[src/rtl/core/kacc_pkg.sv]
package kacc_pkg;

  localparam int KACC_CODE_DIGITS = 4;

  localparam logic [7:0]  CODE_TIMEOUT_RESET = 8'd230;
  localparam logic [15:0] EXIT_DELAY_RESET   = 16'd1835;

  localparam int CFG_DATA_W  = 16;
  localparam int CFG_INDEX_W = 1;

  localparam logic [CFG_INDEX_W-1:0] CFG_CODE_TIMEOUT = 1'b0;
  localparam logic [CFG_INDEX_W-1:0] CFG_EXIT_DELAY   = 1'b1;

  localparam logic REQ_KEY  = 1'b0;
  localparam logic REQ_TICK = 1'b1;

  localparam logic [3:0] KEY_A    = 4'd10;
  localparam logic [3:0] KEY_B    = 4'd11;
  localparam logic [3:0] KEY_C    = 4'd12;
  localparam logic [3:0] KEY_HASH = 4'd15;

  localparam logic [7:0] LEDS_DISARMED = 8'h02;
  localparam logic [7:0] LEDS_ARMED    = 8'h01;
  localparam logic [7:0] LEDS_ALARM    = 8'h03;
  localparam logic [7:0] LEDS_CHANGE   = 8'hFF;
  localparam logic [7:0] LEDS_OFF      = 8'h00;
  localparam logic [7:0] ZONE_A_LED    = 8'h80;
  localparam logic [7:0] ZONE_B_LED    = 8'h40;
  localparam logic [7:0] ZONE_C_LED    = 8'h20;

  typedef enum logic [2:0] {
    MODE_DISARMED  = 3'd0,
    MODE_ARMED     = 3'd1,
    MODE_TRIGGERED = 3'd2,
    MODE_CHANGE    = 3'd3,
    MODE_EXIT      = 3'd4
  } mode_t;

  typedef enum logic [1:0] {
    PURPOSE_TOGGLE = 2'd0,
    PURPOSE_VERIFY = 2'd1,
    PURPOSE_ALARM  = 2'd2
  } purpose_t;

  typedef struct packed {
    logic [7:0] leds;
    mode_t      mode;
    logic       entry_active;
    logic       code_accepted;
  } result_t;

endpackage

[src/rtl/core/keypad_alarm_code_controller.sv]
// Keypad code lock with a three-zone alarm.
// Input channel: in_valid/in_stall with req_type (0 key press, 1 timer tick)
// and key. A transaction takes place at a rising edge with in_valid high and
// in_stall low. Each input transaction produces exactly one output
// transaction on out_valid/out_stall carrying leds, mode, entry_active and
// code_accepted.
// The result is registered: it is loaded into the output register at the
// accepting edge unless that register holds an untaken result. One item is
// taken every cycle while in_stall is low; the whole state update is a
// single pass of logic between the input and the output register. When the
// receiver stalls, one more result is parked in a skid register, after which
// in_stall stays high until the receiver takes the output register's result.
// Configuration writes (cfg_we, cfg_index, cfg_data) take effect at the
// edge they are presented: index 0 is the code timeout in ticks, index 1
// the exit delay in ticks.
// Synchronous reset returns to disarmed mode with code 0000, LEDs showing
// the disarmed pattern, no attempt running, timeout 230 and exit delay 1835.
module keypad_alarm_code_controller #(
  parameter int CODE_DIGITS = kacc_pkg::KACC_CODE_DIGITS
) (
  input  logic                             clk,
  input  logic                             rst,
  input  logic                             cfg_we,
  input  logic [kacc_pkg::CFG_INDEX_W-1:0] cfg_index,
  input  logic [kacc_pkg::CFG_DATA_W-1:0]  cfg_data,
  input  logic                             in_valid,
  output logic                             in_stall,
  input  logic                             req_type,
  input  logic [3:0]                       key,
  output logic                             out_valid,
  input  logic                             out_stall,
  output logic [7:0]                       leds,
  output logic [2:0]                       mode,
  output logic                             entry_active,
  output logic                             code_accepted
);
  import kacc_pkg::*;

  localparam int IDX_W = (CODE_DIGITS > 1) ? $clog2(CODE_DIGITS) : 1;
  localparam logic [IDX_W-1:0] LAST_POS = IDX_W'(CODE_DIGITS - 1);

  logic [7:0]       code_timeout;
  logic [15:0]      exit_delay;

  mode_t            sys_mode, sys_mode_next;
  logic [3:0]       code_store [CODE_DIGITS];
  logic [IDX_W-1:0] pos, pos_next;
  logic             failed, failed_next;
  logic             running, running_next;
  purpose_t         purpose, purpose_next;
  logic [15:0]      tick_count, tick_count_next;
  logic [7:0]       led_q, led_next;

  logic             code_we;
  logic             accept;
  logic             take;
  logic             accepted;
  logic             do_attempt;
  logic             zone_key;
  logic [7:0]       zone_led;
  logic [IDX_W-1:0] att_pos;
  logic             att_failed;
  logic [15:0]      tick_inc;
  result_t          res;
  result_t          skid;
  logic             skid_valid;

  assign accept = in_valid && !in_stall;
  assign take   = out_valid && !out_stall;
  assign in_stall = skid_valid;

  always_ff @(posedge clk) begin
    if (rst) begin
      code_timeout <= CODE_TIMEOUT_RESET;
      exit_delay   <= EXIT_DELAY_RESET;
    end else if (cfg_we) begin
      unique case (cfg_index)
        CFG_CODE_TIMEOUT: code_timeout <= cfg_data[7:0];
        CFG_EXIT_DELAY:   exit_delay   <= cfg_data;
        default: ;
      endcase
    end
  end

  always_comb begin
    unique case (key)
      KEY_A:   zone_led = ZONE_A_LED;
      KEY_B:   zone_led = ZONE_B_LED;
      KEY_C:   zone_led = ZONE_C_LED;
      default: zone_led = LEDS_OFF;
    endcase
    zone_key = (key == KEY_A) || (key == KEY_B) || (key == KEY_C);
  end

  assign att_pos    = running ? pos : '0;
  assign att_failed = running && failed;
  assign tick_inc   = tick_count + 16'd1;

  always_comb begin
    sys_mode_next   = sys_mode;
    pos_next        = pos;
    failed_next     = failed;
    running_next    = running;
    purpose_next    = purpose;
    tick_count_next = tick_count;
    led_next        = led_q;
    code_we         = 1'b0;
    accepted        = 1'b0;
    do_attempt      = 1'b0;

    if (accept) begin
      if (req_type == REQ_TICK) begin
        if (running) begin
          tick_count_next = tick_inc;
          if (tick_inc >= {8'd0, code_timeout}) begin
            pos_next        = '0;
            failed_next     = 1'b0;
            tick_count_next = '0;
            if (purpose != PURPOSE_ALARM) begin
              running_next = 1'b0;
            end
            if (purpose == PURPOSE_VERIFY) begin
              sys_mode_next = MODE_DISARMED;
              led_next      = LEDS_DISARMED;
            end
          end
        end else if (sys_mode == MODE_EXIT) begin
          tick_count_next = tick_inc;
          if (tick_inc >= exit_delay) begin
            sys_mode_next   = MODE_ARMED;
            led_next        = LEDS_ARMED;
            tick_count_next = '0;
          end
        end
      end else begin
        priority if (running) begin
          do_attempt = 1'b1;
        end else if (sys_mode == MODE_CHANGE) begin
          code_we  = 1'b1;
          led_next = led_q | {key, 4'b0000};
          if (pos == LAST_POS) begin
            pos_next      = '0;
            sys_mode_next = MODE_DISARMED;
            led_next      = LEDS_DISARMED;
          end else begin
            pos_next = pos + IDX_W'(1);
          end
        end else if (sys_mode == MODE_ARMED && zone_key) begin
          sys_mode_next   = MODE_TRIGGERED;
          led_next        = LEDS_ALARM | zone_led;
          running_next    = 1'b1;
          purpose_next    = PURPOSE_ALARM;
          pos_next        = '0;
          failed_next     = 1'b0;
          tick_count_next = '0;
        end else if (sys_mode == MODE_DISARMED && key == KEY_HASH) begin
          sys_mode_next   = MODE_CHANGE;
          led_next        = LEDS_OFF;
          running_next    = 1'b1;
          purpose_next    = PURPOSE_VERIFY;
          pos_next        = '0;
          failed_next     = 1'b0;
          tick_count_next = '0;
        end else if (sys_mode == MODE_ARMED || sys_mode == MODE_DISARMED) begin
          do_attempt = 1'b1;
        end else begin
        end
      end
    end

    if (do_attempt) begin
      running_next = 1'b1;
      pos_next     = att_pos;
      failed_next  = att_failed;
      if (!running) begin
        purpose_next    = PURPOSE_TOGGLE;
        tick_count_next = '0;
      end
      if (!att_failed) begin
        led_next = led_q | {key, 4'b0000};
        if (key == code_store[att_pos]) begin
          if (att_pos == LAST_POS) begin
            accepted = 1'b1;
          end else begin
            pos_next = att_pos + IDX_W'(1);
          end
        end else begin
          failed_next = 1'b1;
        end
      end
    end

    if (accepted) begin
      running_next    = 1'b0;
      pos_next        = '0;
      failed_next     = 1'b0;
      tick_count_next = '0;
      unique case (purpose_next)
        PURPOSE_VERIFY: begin
          sys_mode_next = MODE_CHANGE;
          led_next      = LEDS_CHANGE;
        end
        PURPOSE_ALARM: begin
          sys_mode_next = MODE_EXIT;
          led_next      = LEDS_OFF;
        end
        default: begin
          if (sys_mode == MODE_ARMED) begin
            sys_mode_next = MODE_DISARMED;
            led_next      = LEDS_DISARMED;
          end else begin
            sys_mode_next = MODE_ARMED;
            led_next      = LEDS_ARMED;
          end
        end
      endcase
    end
  end

  always_ff @(posedge clk) begin
    if (rst) begin
      sys_mode   <= MODE_DISARMED;
      pos        <= '0;
      failed     <= 1'b0;
      running    <= 1'b0;
      purpose    <= PURPOSE_TOGGLE;
      tick_count <= '0;
      led_q      <= LEDS_DISARMED;
      for (int i = 0; i < CODE_DIGITS; i++) begin
        code_store[i] <= 4'd0;
      end
    end else begin
      sys_mode   <= sys_mode_next;
      pos        <= pos_next;
      failed     <= failed_next;
      running    <= running_next;
      purpose    <= purpose_next;
      tick_count <= tick_count_next;
      led_q      <= led_next;
      if (code_we) begin
        code_store[pos] <= key;
      end
    end
  end

  assign res.leds          = led_next;
  assign res.mode          = sys_mode_next;
  assign res.entry_active  = running_next;
  assign res.code_accepted = accepted;

  always_ff @(posedge clk) begin
    if (rst) begin
      out_valid  <= 1'b0;
      skid_valid <= 1'b0;
    end else if (skid_valid) begin
      if (take) begin
        skid_valid <= 1'b0;
      end
    end else if (accept) begin
      if (out_valid && !take) begin
        skid_valid <= 1'b1;
      end else begin
        out_valid <= 1'b1;
      end
    end else if (take) begin
      out_valid <= 1'b0;
    end
  end

  always_ff @(posedge clk) begin
    if (skid_valid) begin
      if (take) begin
        {leds, mode, entry_active, code_accepted} <= skid;
      end
    end else if (accept) begin
      if (out_valid && !take) begin
        skid <= res;
      end else begin
        {leds, mode, entry_active, code_accepted} <= res;
      end
    end
  end

endmodule

[config.mk]
export PLATFORM = sky130hd
export DESIGN_NAME = keypad_alarm_code_controller
export DESIGN_NICKNAME = d
export VERILOG_FILES = /design/src/rtl/core/kacc_pkg.sv /design/src/rtl/core/keypad_alarm_code_controller.sv
export SDC_FILE = /design/constraint.sdc
export NUM_CORES = 1
export LEC_CHECK = 0
export BUFFER_PORTS_ARGS = -buffer_cell sky130_fd_sc_hd__clkbuf_2
export CAP_MARGIN = 15
export CELL_PAD_IN_SITES_DETAIL_PLACEMENT = 0
export CELL_PAD_IN_SITES_GLOBAL_PLACEMENT = 1
export CORE_UTILIZATION = 46
export DETAILED_ROUTE_END_ITERATION = 7
export GPL_TIMING_DRIVEN = 0
export PLACE_DENSITY_LB_ADDON = 0.1
export SYNTH_ARGS = -nofsm -noshare
export SYNTH_HDL_FRONTEND = slang
export SYNTH_SLANG_ARGS = --single-unit
export TNS_END_PERCENT = 50
[constraint.sdc]
create_clock -name clk -period 4 [get_ports clk]
set_input_delay 0.6 -clock clk [delete_from_list [all_inputs] [get_ports clk]]
set_output_delay 0.6 -clock clk [all_outputs]
set_load 0.02 [all_outputs]
==> out/metrics.yaml, run 1 <==
setup_path:
  path_max_fanout: 9
  cp-start-kind: "flop"
  end_kind: "flop"
  worstSetupPathType: "flop to flop"
  arrival_ns: 3.92
  crit_required_ns: 4.11
layout:
  post-route-util: 0.543
  diodes: 0
  sequential_cell_area_sq_mm: 0.00245
  nFillCells: 1238
  multi_input_area_sq_mm: 0.00340
  area_delta_synth_final_pct: 14.0
  drive_gt1_frac: 0.136
  fin_nets: 821
global_routing:
  grt_usage: 0.258
  grt_max_degree: 18
  overflow: 0
  grt_pass1_vias: 5263
  grt_pass1_wl_um: 26500
  antenna_found_initial: 0
yosys:
  synth_cell_types: 72
  ys_seq_elements: 101
  synth-edff-count: 42
  synth-main-ff-cell: "dfxtp_1"
  async_reset_ff_frac: 0
  yosys_warnings: 0
  syn-num-nets: 769
  syn_area_sq_mm: 0.00606
  synth_cells: 714
  avgSynthCellArea_sq_um: 8.49
  yosysSeqAreaShare: 0.403
placed_design:
  hpwlAfterDp_um: 12400
  routabilityCongestion: 0.896
  port_buffers: 39
clocking:
  cts_max_path_buffers: 2
  htreeDepth: 3
  clkTransAtPathRegs_ns: 0.07
  cts_buffers: 9
  clock-sinks: 101
  clk_latency_ns: 0.36
  cts_tree: "yes"
  root_buffer: "clkbuf_16"
die:
  ios: 42
  start_util: 0.476
  design.core.area_sq_mm: 0.0127
  chipWidth_um: 117
  die-area_sq_mm: 0.0136
  die-height_um: 117
  num_rows: 41
routing:
  first_iter_violations: 336
  drt-total-wl_um: 16700
  vias: 5449
  ant_nets: 0
  routedWlPerCell_um: 17.7
  via_per_inst: 5.78
  drc: 0
  drtPass1Iterations: 5
status:
  outcome: "finished clean"
timing:
  hold_violations: 0
  tns_ns: 0
  relSlewSlack: 0.472
  finalClockSkew_ns: 0.00722
  slew_violations: 0
  fin_crit_ns: 3.81
  whs_ns: 0.457
  fmax_mhz: 262
  worstMarginPinSlew_ns: 0.793
  setup_viol: 0
  fin_crit_sh: 0.953
power_and_ir_drop:
  p_leak_nw: 2.80
  power_density_mw_per_mm2: 345
  ir_drop_mv: 0.306
hold_path:
  hp-class: "flop to flop"
job:
  max-cap-violations: 0
## final cells by class
class                   count  area share
plain buffers              38      0.0214
clock buffers              10      0.0331
clock inverters             6      0.0103
inverters                  43      0.0234
multi-input cells         528       0.492
flip-flops and latches    101       0.354
well taps                 172      0.0311
repair buffers             45      0.0348
## per-stage QoR
stage | power (mW) | cell area (sq um) | cells | setup slack (ns)
global placement | 1.48 | 6470 | 925 | -0.516
CTS | 2.39 | 6820 | 945 | 0.0431
floorplan | 1.38 | 6060 | 714 | 0.503
finish | 2.38 | 6910 | 943 | 0.188
global route | 2.48 | 6910 | 943 | -0.0185
detailed placement | 1.49 | 6470 | 925 | -0.573
## sequential cells by signal, summed over array words and instances, names as in the netlist
signal,flops
out_valid,1
code_accepted,1
led_q,8
mode,3
running,1
leds,8
exit_delay,16
pos,2
in_stall,1
sys_mode,3
tick_count,16
entry_active,1
failed,1
code_store,16
code_timeout,8
skid,13
purpose,2
## synth_stat cells, types with 5 or more instances
cell type,count,area [sq um]
a21o_1,8,60.1
a22oi_1,10,75.1
nor4_1,12,75.1
nor3_1,16,80.1
nor2b_1,6,37.5
and3_1,6,37.5
a31oi_1,11,68.8
o21ai_0,32,160
a21oi_1,60,300
nand4_1,6,37.5
and2_1,14,87.6
nand2_1,79,297
nand2b_1,10,62.6
a211oi_1,6,45.0
dfxtp_1,59,1180
mux2i_1,8,80.1
o211ai_1,18,135
or3_1,6,37.5
nand3_1,26,130
xor2_1,7,61.3
clkbuf_1,37,139
mux2_2,7,78.8
edfxtp_1,42,1260
nor2_1,74,278
inv_1,42,158
nor3b_1,5,37.5
ha_1,28,350
## routing by layer
metal	vias to the layer above	part of all wire	track usage	routed length, um
met4	0	0.029	0.0987	484
met3	34	0.055	0.0577	916
met2	172	0.50	0.463	8400
met1	2557	0.41	0.300	6880
met5	-	0	0	0
li1	2686	-	-	-
## cell families (layout without fill, tap and decap cells)
logic type	Yosys count	in the layout	share of synthesized area
AO/OA/AOI/OAI	191	191	0.211
adder cells (fa/ha/maj)	28	28	0.0578
buffers and inverters	85	142	0.0535
XOR/XNOR	11	11	0.0159
AND/OR/NAND/NOR	283	283	0.233
multiplexers	15	15	0.0262
flip-flops	101	101	0.403
## worst paths after layout
path                 startpoint             to  slack [ns]  depth (start not counted)
setup reg to reg  tick_count[0]        leds[5]        0.19                         13
hold reg to reg   exit_delay[2]  exit_delay[2]        0.46                          2
setup / recovery  tick_count[0]        leds[5]        0.19                         13
hold / removal    exit_delay[2]  exit_delay[2]        0.46                          2
## placed cells by master, fill, tap and decap left out, types with 5 or more instances in the layout
cell type	netlist	routed
clkbuf_1	37	34
dfxtp_1	59	56
a22oi_1	10	10
a21oi_1	60	59
nand3_1	26	26
o21ai_0	32	31
nor2b_1	6	6
or3_1	6	6
a211oi_1	6	5
nor3_1	16	14
ha_1	28	27
clkbuf_2	0	39
nand4_1	6	6
nand2_1	79	78
nor4_1	12	9
a21o_1	8	8
buf_4	0	6
nor2_1	74	73
xor2_1	7	6
o211ai_1	18	18
inv_1	42	42
mux2_2	7	7
nand2b_1	10	10
clkbuf_16	0	9
edfxtp_1	42	42
mux2i_1	8	8
and3_1	6	6
and2_1	14	14
a31oi_1	11	11
## timing repair
| action | CTS | global route |
|---|---|---|
| buffers inserted | 4 | 1 |
| setup endpoints to repair | 45 | 35 |
| resized for setup | 5 | 20 |
| hold buffers | 0 | 0 |
| pin swaps | 3 | 5 |
## critical path, stage by stage, from the launching register on
cell      delay, ns
dfxtp_2        0.43
ha_2           0.25
nand3_4        0.17
o31a_1         0.35
or2_2          0.33
ha_1           0.28
nand4_1        0.14
nor4_2         0.33
a32oi_2        0.21
a21oi_2        0.22
o21ai_1        0.16
o211ai_1       0.27
nand3_1        0.14
mux2_2         0.28
## power by group
part | leakage [nW] | internal (mW) | switching, mW
sequential | 0.898 | 1.12 | 0.0209
combinational | 1.77 | 0.114 | 0.222
clock | 0.140 | 0.491 | 0.416
total | 2.80 | 1.73 | 0.659
Power figures use the tool's default switching activity.
==> run 2, diff against run 1 <==
- ABC_AREA: not set -> 1
- CORE_UTILIZATION: 46 -> 45
==> run 2 against run 1 <==
- clock power rose by 3.5%
- core utilization decreased by 2.3 points
- register-to-register slack gained 0.17 ns
- worst hold slack improved by 0.0013 ns
- global-route usage fell by 1.1 points
- clock skew rose by 0.0010 ns
- sequential cell count unchanged
- largest cell class unchanged
==> out/metrics.yaml, run 2 <==
global_routing:
  antenna_found_initial: 0  # unchanged
  grt_usage: 0.247  # was 0.258
  grt_pass1_wl_um: 27100  # was 26,500 um
  grt_pass1_vias: 5674  # was 5,263
  grt_max_degree: 20  # was 18
  overflow: 0  # unchanged
setup_path:
  critPathTopFamily: "simple AND/OR/NAND/NOR gates"  # was compound AO/OA/AOI/OAI gates
  path_max_fanout: 10  # was 9
  crit_required_ns: 4.12  # was 4.11 ns
  path_cells: "ha_2 -> nand3_2 -> nor2_2 -> nand3_1 -> xor2_2 -> inv_1 -> ha_1 -> nand2_1 -> inv_1 -> nand3_1 -> nor3_2 -> nand3_1 -> nand3_2 -> nand3_1 -> buf_4 -> nand4_1 -> nand3_1 -> nand2_1 -> nand3_1 -> nand2_1 -> nand2_1"  # was ha_2 -> nand3_4 -> o31a_1 -> or2_2 -> ha_1 -> nand4_1 -> nor4_2 -> a32oi_2 -> a21oi_2 -> o21ai_1 -> o211ai_1 -> nand3_1 -> mux2_2
  worstSetupPathType: "flop to flop"  # unchanged
  crit_path_frequent_cell: "nand3_1"
  slowest_stage: "dfxtp_4"  # was dfxtp_2
  cp-start-kind: "flop"  # unchanged
  end_kind: "flop"  # unchanged
  slowest_delay_ns: 0.41  # was 0.43 ns
  critPathBufInv: 3  # was 0
  arrival_ns: 3.76  # was 3.92 ns
timing:
  fmax_mhz: 275  # was 262 MHz
  rsz0062_at_grt: "false"
  setup_viol: 0  # unchanged
  fin_crit_ns: 3.64  # was 3.81 ns
  slew_violations: 0  # unchanged
  finalClockSkew_ns: 0.00824  # was 0.00722 ns
  worstMarginPinSlew_ns: 0.804  # was 0.793 ns
  hold_violations: 0  # unchanged
  fin_crit_sh: 0.910  # was 0.953
  relSlewSlack: 0.461  # was 0.472
routing:
  drc: 0  # unchanged
  drt-total-wl_um: 16700  # about the same
  routedWlPerCell_um: 15.7  # was 17.7 um
  via_per_inst: 5.45  # was 5.78
  drtPass1Iterations: 6  # was 5
  first_iter_violations: 457  # was 336
  ant_nets: 0  # unchanged
  vias: 5790  # was 5,449
layout:
  reg_top3: "code_store (16), exit_delay (16), tick_count (16)"  # unchanged
  mostFrequentLayoutCells: "213 x nand2_1, 100 x inv_1, 87 x nor2_1, 57 x dfxtp_1, 56 x a21oi_1"  # was 78 x nand2_1, 73 x nor2_1, 59 x a21oi_1, 56 x dfxtp_1
  area_delta_synth_final_pct: 12.9  # was 14.0%
  diodes: 0  # unchanged
  final_common_cell: "nand2_1"  # unchanged
  final_cells: 1063  # was 943
  drive_gt1_frac: 0.130  # was 0.136
  fin_nets: 937  # was 821
power_and_ir_drop:
  power_frac_seq: 0.478  # about the same
  internal-power_mw: 1.72  # was 1.73 mW
  p_switching_mw: 0.678  # was 0.659 mW
  p_leak_nw: 3.09  # was 2.80 nW
  ir_drop_mv: 0.209  # was 0.306 mV
  power_density_mw_per_mm2: 350  # was 345 mW/mm^2
  clkPwrFrac: 0.392  # was 0.380
  power_mw: 2.40  # was 2.38 mW
  combPwrFrac: 0.130  # was 0.141
  swShare: 0.283  # was 0.276
yosys:
  synth_top_family_by_area: "simple AND/OR/NAND/NOR gates"  # unchanged
  yosys_warnings: 0  # unchanged
  synth_fa_ha_area_frac: 0.0576  # was 0.0578
  yosysMostFrequentCell: "nand2_1"  # unchanged
  yosysSeqAreaShare: 0.402  # was 0.403
  yosys-mux-area-fraction: 0  # was 0.0262
  yosysTopAreaCellShare: 0.207  # was 0.208
  synthXorXnorAreaFrac: 0.0130  # was 0.0159
  ys_seq_elements: 101  # unchanged
  avgSynthCellArea_sq_um: 7.33  # was 8.49 sq um
  synth.area.top_cells: "edfxtp_1 21%, dfxtp_1 19%, nand2_1 13%, inv_1 6.2%, ha_1 5.8%"  # was edfxtp_1 21%, dfxtp_1 19%, ha_1 5.8%, a21oi_1 5.0%, nand2_1 4.9%
  synth-simple-area-share: 0.282  # was 0.233
  synth_compound_area_frac: 0.159  # was 0.211
  synthTopCellsByCount: "213 x nand2_1, 100 x inv_1, 87 x nor2_1"  # was 79 x nand2_1, 74 x nor2_1, 60 x a21oi_1
  syn-num-nets: 884  # was 769
  synth_top_area_cell: "edfxtp_1"  # unchanged
  synth_cells: 829  # was 714
  synth_cell_types: 44  # was 72
  synth-main-ff-cell: "dfxtp_1"  # unchanged
  syn_area_sq_mm: 0.00608  # was 0.00606 sq mm
  async_reset_ff_frac: 0  # unchanged
  synth-edff-count: 42  # unchanged
placed_design:
  routabilityCongestion: 0.889  # was 0.896
  dp.cells: 1044  # was 925
  hpwlAfterDp_um: 12700  # was 12,400 um
  port_buffers: 39  # unchanged
hold_path:
  hp-class: "primary input to flop"  # was flop to flop
clocking:
  clkTransAtPathRegs_ns: 0.08  # was 0.07 ns
  clock-sinks: 101  # unchanged
  htreeDepth: 3  # unchanged
  cts_buffers: 9  # unchanged
  clk_latency_ns: 0.36  # about the same
  cts_tree: "yes"  # unchanged
  root_buffer: "clkbuf_16"  # unchanged
  cts_hold_buf: 0  # unchanged
  cts_max_path_buffers: 2  # unchanged
die:
  chipWidth_um: 118  # was 117 um
  num_rows: 42  # was 41
  ios: 42  # unchanged
  start_util: 0.461  # was 0.476
  design.core.area_sq_mm: 0.0132  # was 0.0127 sq mm
  die-area_sq_mm: 0.0140  # was 0.0136 sq mm
  die-height_um: 118  # was 117 um
job:
  max-cap-violations: 0  # unchanged
status:
  outcome: "finished clean"  # unchanged
[run 2: changes by cell type in the layout (fill, tap and decap cells not counted), sizes merged, moves of 15 or more]
cell | before | now
and2 | 15 | 0
clkbuf | 82 | 63
inv | 45 | 111
nand2 | 79 | 220
nand3 | 28 | 49
nor2 | 74 | 99
o21ai | 34 | 52
[run 2: stage by stage]
| stage | hold WS, ns | TNS, ns | utilization | cell area (sq um) | setup WS (ns) |
|---|---|---|---|---|---|
| after floorplan | 0.435 | 0 | - | 6080 | 0.836 |
| after global placement | 0.458 | -0.432 | 0.492 | 6490 | -0.183 |
| after detailed placement | 0.458 | -0.499 | 0.492 | 6490 | -0.245 |
| after CTS | 0.456 | 0 | 0.517 | 6820 | 0.00411 |
| after global routing | 0.476 | 0 | 0.520 | 6860 | 0.0221 |
| final | 0.458 | 0 | 0.520 | 6860 | 0.361 |
[run 2: power by group through the flow]
stage	clock, mW	sequential, mW	combinational (mW)
finish	0.939	1.15	0.313
global route	0.981	1.15	0.350
CTS	0.947	1.15	0.309
detailed placement	0	1.17	0.307
global placement	0	1.17	0.301
floorplan	0	1.18	0.196
[run 2: final timing paths]
kind                       from       endpoint  slack [ns]  depth (start not counted)
setup / recovery  tick_count[0]        leds[7]        0.36                         21
hold / removal      cfg_data[0]  exit_delay[0]        0.46                          3
setup reg to reg  tick_count[0]        leds[7]        0.36                         21
hold reg to reg   exit_delay[2]  exit_delay[2]        0.46                          2
[run 2: timing repair]
action | in CTS | in global routing
hold endpoints to repair | 0 | 0
setup buffers | 0 | 1
resized for setup | 3 | 8
endpoints found under the setup margin | 5 | 14
[run 2: tightest hold or removal path, cell delays in order]
cell and delay [ns]:
clkbuf_2 0.09, nand2_1 0.05, nand3_1 0.05
[run 2: layer usage]
| metal | global-route usage | vias up | part of all wire |
|---|---|---|---|
| met1 | 0.296 | 2701 | 0.42 |
| met5 | 0 | - | 0 |
| met4 | 0.117 | 0 | 0.035 |
| met3 | 0.0483 | 43 | 0.057 |
| li1 | - | 2868 | - |
| met2 | 0.424 | 178 | 0.49 |
[run 2: cell families (layout without fill, tap and decap cells)]
group                    count (synthesis)  count (layout)
AO/OA/AOI/OAI                          162             162
XOR/XNOR                                 9               9
adder cells (fa/ha/maj)                 28              28
flip-flops                             101             101
AND/OR/NAND/NOR                        396             396
buffers and inverters                  133             191
[run 2: area by class of cell]
class	count	area [sq um]
Clock inverter	7	90.1
Inverter	109	412
Sequential cell	101	2450
Clock buffer	9	225
Tap cell	176	220
Buffer	24	120
Fill cell	1297	6330
Timing Repair Buffer	42	218
Multi-Input combinational cell	595	3130
